==> src/jse_pkg.sv <==
`timescale 1ns / 1ps
// Shared types, codes and character tables of the JSON string escaper.
// Used by the front end, the descriptor queue and the back end.
package jse_pkg;

   localparam int JSE_QUEUE_DEPTH = 4;

   localparam logic [7:0] CHAR_QUOTE  = 8'h22;
   localparam logic [7:0] CHAR_BSLASH = 8'h5c;
   localparam logic [7:0] CHAR_U      = 8'h75;
   localparam logic [7:0] CHAR_ZERO   = 8'h30;
   localparam logic [7:0] CHAR_LOWA   = 8'h61;
   localparam logic [7:0] UTF8_MARK   = 8'h80;
   localparam logic [7:0] UTF8_TOP4   = 8'hf0;
   localparam logic [7:0] UTF8_TOP3   = 8'he0;

   localparam logic [2:0] KIND_PASS  = 3'd0;
   localparam logic [2:0] KIND_ESC   = 3'd1;
   localparam logic [2:0] KIND_CTL   = 3'd2;
   localparam logic [2:0] KIND_UNI   = 3'd3;
   localparam logic [2:0] KIND_EMPTY = 3'd4;

   typedef struct packed {
      logic [7:0] data;
      logic [2:0] kind;
      logic       open_q;
      logic       close_q;
   } jse_desc_type;

   function automatic logic [2:0] body_len(input logic [2:0] kind);
      logic [2:0] len;
      case (kind)
         KIND_PASS:  len = 3'd1;
         KIND_ESC:   len = 3'd2;
         KIND_CTL:   len = 3'd2;
         KIND_UNI:   len = 3'd6;
         default:    len = 3'd0;
      endcase
      return len;
   endfunction

   function automatic logic [7:0] hex_digit(input logic [3:0] nib);
      logic [7:0] c;
      if (nib < 4'd10) begin
         c = CHAR_ZERO + {4'd0, nib};
      end else begin
         c = CHAR_LOWA + {4'd0, nib} - 8'd10;
      end
      return c;
   endfunction

   function automatic logic [7:0] ctl_letter(input logic [7:0] b);
      logic [7:0] c;
      case (b)
         8'd8:    c = 8'h62;
         8'd9:    c = 8'h74;
         8'd10:   c = 8'h6e;
         8'd11:   c = 8'h76;
         8'd12:   c = 8'h66;
         8'd13:   c = 8'h72;
         default: c = 8'h62;
      endcase
      return c;
   endfunction

   function automatic logic [7:0] body_char(input jse_desc_type d, input logic [2:0] j);
      logic [7:0] c;
      case (d.kind)
         KIND_PASS: c = d.data;
         KIND_ESC:  c = (j == 3'd0) ? CHAR_BSLASH : d.data;
         KIND_CTL:  c = (j == 3'd0) ? CHAR_BSLASH : ctl_letter(d.data);
         KIND_UNI: begin
            case (j)
               3'd0:    c = CHAR_BSLASH;
               3'd1:    c = CHAR_U;
               3'd2:    c = CHAR_ZERO;
               3'd3:    c = CHAR_ZERO;
               3'd4:    c = hex_digit(d.data[7:4]);
               default: c = hex_digit(d.data[3:0]);
            endcase
         end
         default:   c = CHAR_QUOTE;
      endcase
      return c;
   endfunction

   function automatic logic [7:0] char_at(input jse_desc_type d, input logic [2:0] idx);
      logic [2:0] j;
      logic [7:0] c;
      j = idx - {2'd0, d.open_q};
      if (d.open_q && idx == 3'd0) begin
         c = CHAR_QUOTE;
      end else if (j < body_len(d.kind)) begin
         c = body_char(d, j);
      end else begin
         c = CHAR_QUOTE;
      end
      return c;
   endfunction

   function automatic logic [2:0] last_index(input jse_desc_type d);
      logic [3:0] total;
      total = {3'd0, d.open_q} + {1'b0, body_len(d.kind)} + {3'd0, d.close_q} - 4'd1;
      return total[2:0];
   endfunction

endpackage

==> src/jse_front.sv <==
`timescale 1ns / 1ps
// Front end: accepts input beats, tracks pending raw UTF-8 bytes and
// classifies each beat into an escape descriptor. Depends on jse_pkg.
module jse_front
   import jse_pkg::*;
(
   input  logic         clock,
   input  logic         reset,
   input  logic         req_tvalid,
   output logic         req_tready,
   input  logic [7:0]   req_tdata,
   input  logic         req_tlast,
   input  logic [1:0]   req_tuser,
   input  logic         queue_full,
   output logic         push,
   output jse_desc_type push_desc
);

   logic [1:0] raw_ff, raw_in;
   logic [1:0] raw_start;
   logic       first, empty;
   logic [7:0] b;

   assign b          = req_tdata;
   assign first      = req_tuser[0];
   assign empty      = req_tuser[1];
   assign req_tready = !queue_full;
   assign push       = req_tvalid && req_tready;
   assign raw_start  = first ? 2'd0 : raw_ff;

   always_comb begin
      push_desc.data    = b;
      push_desc.open_q  = first || empty;
      push_desc.close_q = req_tlast || empty;
      push_desc.kind    = KIND_PASS;
      raw_in            = raw_start;
      if (empty) begin
         push_desc.kind = KIND_EMPTY;
         raw_in         = 2'd0;
      end else begin
         if (raw_start != 2'd0) begin
            push_desc.kind = KIND_PASS;
            raw_in         = raw_start - 2'd1;
         end else if (b == CHAR_QUOTE || b == CHAR_BSLASH) begin
            push_desc.kind = KIND_ESC;
         end else if (b >= 8'd8 && b <= 8'd13) begin
            push_desc.kind = KIND_CTL;
         end else if (b >= 8'h20 && b <= 8'h7e) begin
            push_desc.kind = KIND_PASS;
         end else if ((b & UTF8_MARK) == 8'd0) begin
            push_desc.kind = KIND_UNI;
         end else begin
            push_desc.kind = KIND_PASS;
            if ((b & UTF8_TOP4) == UTF8_TOP4) begin
               raw_in = 2'd3;
            end else if ((b & UTF8_TOP4) == UTF8_TOP3) begin
               raw_in = 2'd2;
            end else begin
               raw_in = 2'd1;
            end
         end
         if (req_tlast) begin
            raw_in = 2'd0;
         end
      end
   end

   always_ff @(posedge clock) begin
      if (reset) begin
         raw_ff <= 2'd0;
      end else if (push) begin
         raw_ff <= raw_in;
      end
   end

   a_end_clears: assert property (@(posedge clock) disable iff (reset)
      push && (req_tlast || empty) |=> raw_ff == 2'd0)
      else $error("raw count not cleared at end of string");

   a_raw_counts_down: assert property (@(posedge clock) disable iff (reset)
      push && !first && !empty && raw_ff != 2'd0 |=> raw_ff < $past(raw_ff))
      else $error("raw count did not count down");

endmodule

==> src/jse_queue.sv <==
`timescale 1ns / 1ps
// Descriptor queue between front end and back end.
// Depends on jse_pkg for the descriptor type.
module jse_queue
   import jse_pkg::*;
#(
   parameter int DEPTH = JSE_QUEUE_DEPTH
)
(
   input  logic         clock,
   input  logic         reset,
   input  logic         push,
   input  jse_desc_type push_desc,
   output logic         full,
   input  logic         pop,
   output logic         not_empty,
   output jse_desc_type head
);

   localparam int PTR_W = (DEPTH > 1) ? $clog2(DEPTH) : 1;
   localparam int CNT_W = $clog2(DEPTH + 1);

   jse_desc_type mem [DEPTH];
   logic [PTR_W-1:0] wr_ff, wr_in, rd_ff, rd_in;
   logic [CNT_W-1:0] count_ff, count_in;

   assign full      = (count_ff == CNT_W'(DEPTH));
   assign not_empty = (count_ff != '0);
   assign head      = mem[rd_ff];

   always_comb begin
      wr_in    = wr_ff;
      rd_in    = rd_ff;
      count_in = count_ff;
      if (push) begin
         wr_in = (wr_ff == PTR_W'(DEPTH - 1)) ? '0 : wr_ff + PTR_W'(1);
      end
      if (pop) begin
         rd_in = (rd_ff == PTR_W'(DEPTH - 1)) ? '0 : rd_ff + PTR_W'(1);
      end
      if (push && !pop) begin
         count_in = count_ff + CNT_W'(1);
      end else if (pop && !push) begin
         count_in = count_ff - CNT_W'(1);
      end
   end

   always_ff @(posedge clock) begin
      if (push) begin
         mem[wr_ff] <= push_desc;
      end
   end

   always_ff @(posedge clock) begin
      if (reset) begin
         wr_ff    <= '0;
         rd_ff    <= '0;
         count_ff <= '0;
      end else begin
         wr_ff    <= wr_in;
         rd_ff    <= rd_in;
         count_ff <= count_in;
      end
   end

   a_no_overflow: assert property (@(posedge clock) disable iff (reset)
      full |-> !push)
      else $error("push into full queue");

   a_no_underflow: assert property (@(posedge clock) disable iff (reset)
      pop |-> not_empty)
      else $error("pop from empty queue");

endmodule

==> src/jse_back.sv <==
`timescale 1ns / 1ps
// Back end: expands the head descriptor into characters, one beat per
// cycle unless rsp_tready stalls it, through a registered output stage. Depends on jse_pkg.
module jse_back
   import jse_pkg::*;
(
   input  logic         clock,
   input  logic         reset,
   input  logic         not_empty,
   input  jse_desc_type head,
   output logic         pop,
   output logic         rsp_tvalid,
   input  logic         rsp_tready,
   output logic [7:0]   rsp_tdata,
   output logic         rsp_tlast
);

   logic       valid_ff, valid_in;
   logic [7:0] char_ff;
   logic       last_ff;
   logic [2:0] idx_ff, idx_in;
   logic       advance, emit, at_end;

   assign advance    = !valid_ff || rsp_tready;
   assign emit       = advance && not_empty;
   assign at_end     = (idx_ff == last_index(head));
   assign pop        = emit && at_end;
   assign valid_in   = advance ? not_empty : valid_ff;
   assign idx_in     = pop ? 3'd0 : (emit ? idx_ff + 3'd1 : idx_ff);
   assign rsp_tvalid = valid_ff;
   assign rsp_tdata  = char_ff;
   assign rsp_tlast  = last_ff;

   always_ff @(posedge clock) begin
      if (emit) begin
         char_ff <= char_at(head, idx_ff);
         last_ff <= at_end;
      end
   end

   always_ff @(posedge clock) begin
      if (reset) begin
         valid_ff <= 1'b0;
         idx_ff   <= 3'd0;
      end else begin
         valid_ff <= valid_in;
         idx_ff   <= idx_in;
      end
   end

   a_idx_in_range: assert property (@(posedge clock) disable iff (reset)
      not_empty |-> idx_ff <= last_index(head))
      else $error("character index past end of run");

   a_idx_idle_zero: assert property (@(posedge clock) disable iff (reset)
      !not_empty |-> idx_ff == 3'd0)
      else $error("character index not at start while queue empty");

endmodule

==> src/json_string_escaper.sv <==
`timescale 1ns / 1ps
// JSON string escaper. One input beat is one string byte (or an empty-string
// mark); the output is the quoted, escaped text, one character per beat, with
// tlast on the final character caused by each input beat. The front end
// accepts one beat per cycle while the descriptor queue (QUEUE_DEPTH entries)
// has room; the back end emits one character per cycle while it has a
// descriptor and rsp_tready does not stall it, so printable text sustains
// one input beat per cycle, while a beat that expands to k characters (2
// for an escape or an empty string, 6 for a \u00XX form, plus one per quote,
// at most 8) occupies the back end for all k characters. Depends on jse_pkg.
module json_string_escaper
   import jse_pkg::*;
#(
   parameter int QUEUE_DEPTH = JSE_QUEUE_DEPTH
)
(
   input  logic       clock,
   input  logic       reset,
   input  logic       req_tvalid,
   output logic       req_tready,
   input  logic [7:0] req_tdata,   // [7:0] data_byte
   input  logic       req_tlast,   // is_last
   input  logic [1:0] req_tuser,   // [0] is_first, [1] empty_string
   output logic       rsp_tvalid,
   input  logic       rsp_tready,
   output logic [7:0] rsp_tdata,   // [7:0] out_char
   output logic       rsp_tlast    // run_last
);

   logic         push, pop, full, not_empty;
   jse_desc_type push_desc, head;

   jse_front u_front (
      .clock      (clock),
      .reset      (reset),
      .req_tvalid (req_tvalid),
      .req_tready (req_tready),
      .req_tdata  (req_tdata),
      .req_tlast  (req_tlast),
      .req_tuser  (req_tuser),
      .queue_full (full),
      .push       (push),
      .push_desc  (push_desc)
   );

   jse_queue #(
      .DEPTH (QUEUE_DEPTH)
   ) u_queue (
      .clock     (clock),
      .reset     (reset),
      .push      (push),
      .push_desc (push_desc),
      .full      (full),
      .pop       (pop),
      .not_empty (not_empty),
      .head      (head)
   );

   jse_back u_back (
      .clock      (clock),
      .reset      (reset),
      .not_empty  (not_empty),
      .head       (head),
      .pop        (pop),
      .rsp_tvalid (rsp_tvalid),
      .rsp_tready (rsp_tready),
      .rsp_tdata  (rsp_tdata),
      .rsp_tlast  (rsp_tlast)
   );

endmodule

==> config.mk <==
export PLATFORM = sky130hd
export DESIGN_NAME = json_string_escaper
export DESIGN_NICKNAME = d
export VERILOG_FILES = /design/src/jse_pkg.sv /design/src/jse_front.sv /design/src/jse_queue.sv /design/src/jse_back.sv /design/src/json_string_escaper.sv
export SDC_FILE = /design/constraint.sdc
export NUM_CORES = 1
export LEC_CHECK = 0
export BUFFER_PORTS_ARGS = -buffer_cell sky130_fd_sc_hd__buf_4
export CORE_AREA = 3 3 130 132
export DETAILED_ROUTE_END_ITERATION = 16
export DIE_AREA = 0 0 133 135
export GPL_TIMING_DRIVEN = 1
export PLACE_DENSITY = 0.49
export SLEW_MARGIN = 5
export SYNTH_ARGS = -nofsm -noshare
export SYNTH_HDL_FRONTEND = slang
export SYNTH_SLANG_ARGS = --single-unit
==> constraint.sdc <==
create_clock -name clock -period 6.47 [get_ports clock]
set_clock_uncertainty 0.15 [all_clocks]
set_input_delay 1.294 -clock clock [delete_from_list [all_inputs] [get_ports clock]]
set_output_delay 1.294 -clock clock [all_outputs]
set_load 0.03 [all_outputs]
==> results of run 1 <==
## state kept, by name, summed over array words and instances (netlist names), named ones only
register	count
u_back.idx_ff	3
u_back.rsp_tdata	8
u_back.rsp_tlast	1
u_back.rsp_tvalid	1
u_front.raw_ff	2
u_queue.count_ff	3
u_queue.mem	52
u_queue.rd_ff	2
u_queue.wr_ff	2
## per-stage QoR
stage               utilization (%)  hold WS, ps  instance area (um^2)  power (W)
floorplan                         -        319.2                  3929   0.001108
global placement              27.49        338.0                  4352   0.001274
detailed placement            27.49        343.9                  4352   0.001286
CTS                           29.40        352.9                  4653   0.001790
global route                  29.40        384.9                  4653   0.001887
finish                        29.40        350.1                  4653   0.001767
## worst max-delay path, delay by kind of cell, from the launching register on
| family | cells | cell delay, ps |
|---|---|---|
| adders and majority gates | 5 | 1240 |
| DFF | 1 | 560 |
| muxes | 1 | 620 |
| and+or+nand+nor | 4 | 1470 |
| buffers and inverters | 5 | 540 |
| xor gates and xnor gates | 2 | 220 |
| AOI/OAI and AO/OA | 2 | 260 |
## path summary, 6_finish.rpt
check | depth (start not counted) | endpoint | from | slack, ps
worst max register to register | 19 | u_queue.count_ff[2] | flip-flop | 1350
worst min register to register | 2 | u_queue.wr_ff[1] | u_queue.wr_ff[1] | 350
worst min-delay path | 2 | u_queue.wr_ff[1] | u_queue.wr_ff[1] | 350
worst max-delay path | 19 | u_queue.count_ff[2] | flip-flop | 1350
## layout make-up
cell class	instances	area (um^2)
Fill cell	1614	11170
Clock inverter	6	72.57
Sequential cell	76	2132
Multi-Input combinational cell	213	1664
Clock buffer	10	229.0
Inverter	22	82.58
Tap cell	216	270.3
Timing Repair Buffer	27	202.7
## synthesized netlist by cell type (2+ instances only)
library cell,count,share of area (%)
and2_1,2,0.32
o21ai_2,2,0.45
nand4_1,2,0.32
mux4_1,5,3.3
nand3_1,7,0.89
ha_1,20,6.4
mux2_2,2,0.57
xor2_1,3,0.67
o21a_1,2,0.38
mux2i_1,9,2.3
o22ai_1,3,0.48
nor3b_1,2,0.38
a211oi_1,4,0.76
buf_2,3,0.38
nand2_1,21,2.0
a21boi_0,3,0.57
or3_1,3,0.48
a41oi_1,3,0.67
fa_1,2,1.0
inv_1,21,2.0
xnor2_1,9,2.0
a21oi_1,16,2.0
dfxtp_1,15,7.6
o21ai_0,14,1.8
a31oi_1,2,0.32
nor2b_1,3,0.48
nor3_1,8,1.0
o31ai_1,3,0.57
and3_1,7,1.1
edfxtp_1,61,47
or4b_1,2,0.51
or2_2,4,0.64
nor2_1,28,2.7
mux4_2,7,4.0
nor4_1,2,0.32
## power breakdown
group	switching, W	total, W	leakage, nW	internal (W)
clock network	0.000196	0.000498	0.144	0.000303
registers	0.0000341	0.000653	0.685	0.000619
logic	0.000389	0.000616	0.783	0.000226
## metal layers
layer	up-vias	wire length, um	GRT usage, %
met2	52	3786	15.29
li1	1260	-	-
met4	0	120	3.176
met1	1271	3912	12.69
met3	11	333	2.720
met5	-	0	0
## cell families (layout without fill, tap and decap cells)
kind of cell	count (synthesis)	after routing	synth area share (%)
XOR/XNOR	12	12	2.675
flip-flops	76	76	54.27
buffers and inverters	28	65	3.376
AO/OA/AOI/OAI	61	61	10.10
multiplexers	23	23	10.22
AND/OR/NAND/NOR	95	95	11.97
adder cells (fa/ha/maj)	22	22	7.389
==> results_dict.tcl, run 1 <==
set metrics [dict create \
    status "finished clean" \
    place.detailed.hpwl_um 6021 \
    ir_drop_v 0.0001405 \
    clk_latency_ps 330 \
    cpMaxStageDelayCell "mux4_2" \
    ant_nets 0 \
    crit_path_max_incr_delay_ps 620 \
    antenna_found_initial 0 \
    setup_violations 0 \
    ioPinCount 26 \
    dp_cells 554 \
    total_leakage_power_nw 1.611 \
    max_slew_margin_pct 34.95 \
    drive_above_1_share_pct 16.95 \
    htree_num_levels 3 \
    max_freq_ghz 0.1954 \
    fp.coreArea_mm2 0.01583 \
    synth_cell_types 52 \
    portBuffers 25 \
    die_h_um 135 \
    post-cts-setup-buffers 0 \
    finalCritPeriodShare_pct 79.11 \
    async_flop_share_pct 0 \
    hold_viol_final 0 \
    dieArea_mm2 0.01796 \
    final_cell_mix "edfxtp_1 (61), nor2_1 (28), buf_4 (27)" \
    final_cells 570 \
    path_cells "buf_4, mux4_2, or3_1, ha_1, inv_1, ha_1, inv_1, fa_1, xnor2_1, nor4_1, or4b_1, o21ai_2, inv_1, ha_1, inv_1, fa_1, xor2_1, or3_1, a21oi_1" \
    worst_slew_pin_slew_ps 972.2 \
    syn_to_final_growth_pct 18.44 \
    die_w_um 133 \
    dr.pass1.iters 4 \
    syn-instance-count 317 \
    slew_violations 0 \
    vias 2594 \
    fin_nets 386 \
    avgSynthCellArea_um2 12.39 \
    synth_edf_count 61 \
    root_buffer "clkbuf_16" \
    post_drt_wl_per_cell_um 14.30 \
    synthesis.nets 354 \
    critPathKind "flip-flop to flip-flop" \
    routed_wl_um 8152 \
    ys_ff_latch 76 \
    cp_data_required_time_ps 6580 \
    synth_flop_cell "edfxtp_1" \
    min_path_type "flip-flop to flip-flop" \
    ys_seq_area_share_pct 54.27 \
    cp-start-kind "flip-flop" \
    ctsHoldBuffers 0 \
    grt_max_degree 15 \
    viasPerCell 4.551 \
    drt_iter0_drc 191 \
    pwr_density_cell_mw_per_mm2 379.7 \
    fin_crit_ps 5118 \
    routabilityCongestion 0.8516 \
    cts.path.max_buffers 2 \
    antenna_cells 0 \
    cap_violations 0 \
    grt_pass1_vias 2610 \
    setup_slack_ps 1352 \
    worstSetupEndpointType "flip-flop" \
    cp_common_cell "inv_1" \
    ctsResizeCount 0 \
    drcViolationCount 0 \
    cp.arrival_ps 5230 \
    cts_made_buffers 9 \
    place_ws_ps 1291 \
    fin_setup_tns_ps 0 \
    grt_pass1_wl_um 13570 \
    synth_warnings 0 \
    placementRows 46 \
    start_util_pct 24.82 \
    mappedNetlistArea_mm2 0.003929 \
    cts_tree "built" \
    rsz0062_at_grt "no" \
    path_clk_slew_ps 60 \
    grt_overflow 0 \
    grtUsageTotal_pct 9.617 \
    path_max_fanout 9 \
    clkSinkCount 76 \
    final_common_cell "edfxtp_1" \
]
No activity file was read; power rests on OpenSTA's default activity.
==> inputs of run 2 (changes only) <==
PLACE_DENSITY = 0.5   (was 0.49)
clock period = 4.5 ns   (was 6.47 ns; I/O delays follow)
==> results_dict.tcl, run 2 (same netlist as run 1, synthesis figures left out) <==
set metrics [dict create \
    largest_register_ffs 52 \
    path_clk_slew_ps 60 \
    hold_slack_ps 362.4 \
    dp_cells 563 \
    root_buffer "clkbuf_16" \
    cp_common_cell "inv_2" \
    routed_wl_um 8286 \
    dr.pass1.iters 4 \
    cp-start-kind "flip-flop" \
    cpMaxStageDelayCell "or4b_4" \
    cts_tree "built" \
    path_cells "mux4_2, or3_1, ha_1, inv_1, ha_1, inv_2, fa_1, xnor2_2, nor4_2, or4b_4, o21ai_4, inv_2, ha_4, inv_2, fa_2, xor2_1, or3_1, a21oi_2" \
    cts.path.max_buffers 2 \
    fin_crit_ps 4410 \
    portBuffers 25 \
    place_ws_ps -43.99 \
    cp_data_required_time_ps 4630 \
    antenna_found_initial 0 \
    placementRows 46 \
    path_max_fanout 6 \
    viasPerCell 4.438 \
    hold_viol_final 0 \
    vias 2583 \
    grt_max_degree 15 \
    worstSetupEndpointType "flip-flop" \
    max_freq_ghz 0.2267 \
    slew_violations 0 \
    ir_drop_v 0.0002209 \
    grtUsageTotal_pct 9.691 \
    final_area_mm2 0.004785 \
    rsz0062_at_grt "yes" \
    drcViolationCount 0 \
    critPathKind "flip-flop to flip-flop" \
    cp.arrival_ps 4540 \
    syn_to_final_growth_pct 21.78 \
    max_slew_margin_pct 34.33 \
    dieArea_mm2 0.01796 \
    fin_nets 398 \
    ant_nets 0 \
    ctsHoldBuffers 0 \
    post_drt_wl_per_cell_um 14.24 \
    setup_violations 0 \
    clkSinkCount 76 \
    antenna_cells 0 \
    dpl_cell_area_mm2 0.004420 \
    finalCritPeriodShare_pct 98.01 \
    crit_path_max_incr_delay_ps 510 \
    place.detailed.hpwl_um 5991 \
    total_leakage_power_nw 1.679 \
    cts_made_buffers 9 \
    ioPinCount 26 \
    crit_family "simple AND/OR/NAND/NOR gates" \
    grt_pass1_wl_um 13510 \
    clk_latency_ps 340 \
    start_util_pct 24.82 \
    top_register "u_queue.mem" \
    htree_num_levels 3 \
    fp.coreArea_mm2 0.01583 \
    min_path_type "flip-flop to flip-flop" \
    status "finished clean" \
    cap_violations 0 \
    pwr_density_cell_mw_per_mm2 551.1 \
    drive_above_1_share_pct 22.95 \
    routabilityCongestion 0.8047 \
    drt_iter0_drc 170 \
    grt_pass1_vias 2641 \
    die_h_um 135 \
    final_cell_mix "edfxtp_1 (61), buf_4 (39), nor2_1 (28)" \
    final_cells 582 \
    die_w_um 133 \
    worstPathBufferInverterCount 4 \
    grt_overflow 0 \
    final_common_cell "edfxtp_1" \
    worst_slew_pin_slew_ps 981.4 \
    setup_slack_ps 89.56 \
]
-- run 2: metrics by stage --
| stage | total power (W) | utilization [%] | TNS (ps) |
|---|---|---|---|
| floorplan | 0.001601 | - | 0 |
| global placement | 0.001869 | 27.93 | 0 |
| detailed placement | 0.001881 | 27.93 | -49.42 |
| CTS | 0.002613 | 29.83 | 0 |
| global route | 0.002809 | 30.23 | -208.4 |
| finish | 0.002637 | 30.23 | 0 |
-- run 2: area by class of cell --
| cell class | instances | area (um^2) |
|---|---|---|
| well taps | 216 | 270.3 |
| inverters | 22 | 82.58 |
| flip-flops and latches | 76 | 2136 |
| clock buffers | 9 | 225.2 |
| clock inverters | 7 | 73.82 |
| fillers | 1590 | 11040 |
| repair buffers | 39 | 292.8 |
| multi-input cells | 213 | 1704 |
-- run 2: path summary, 6_finish.rpt --
path / from / end / slack (ps) / cells after the start
worst min-delay path: u_front.raw_ff[0] / u_front.raw_ff[0] / 360 / 2
worst min register to register: u_front.raw_ff[0] / u_front.raw_ff[0] / 360 / 2
worst max register to register: flip-flop / u_queue.count_ff[2] / 90 / 18
worst max-delay path: flip-flop / u_queue.count_ff[2] / 90 / 18
-- run 2: where the power goes --
part | total [W] | switching, W | internal, W
registers | 0.000940 | 0.0000496 | 0.000890
clock network | 0.000724 | 0.000292 | 0.000432
logic | 0.000973 | 0.000588 | 0.000385
total | 0.00264 | 0.000930 | 0.00171
-- run 2: repair_timing --
action,in CTS,in global routing
endpoints found under the setup margin,2,2
pin swaps,0,1
setup buffers,0,3
resized for setup,1,9
-- run 2: worst min-delay path, delay by kind of cell (launching register included) --
kind,cells,cell delay (ps)
flip-flops,1,330
AO/OA/AOI/OAI,2,130
-- run 2: layer usage --
metal	up-vias	share of wire (%)	track usage, %
met4	0	1.7	3.811
met3	10	4.6	2.794
met5	-	0	0
met1	1229	46	12.40
li1	1292	-	-
met2	52	47	15.52
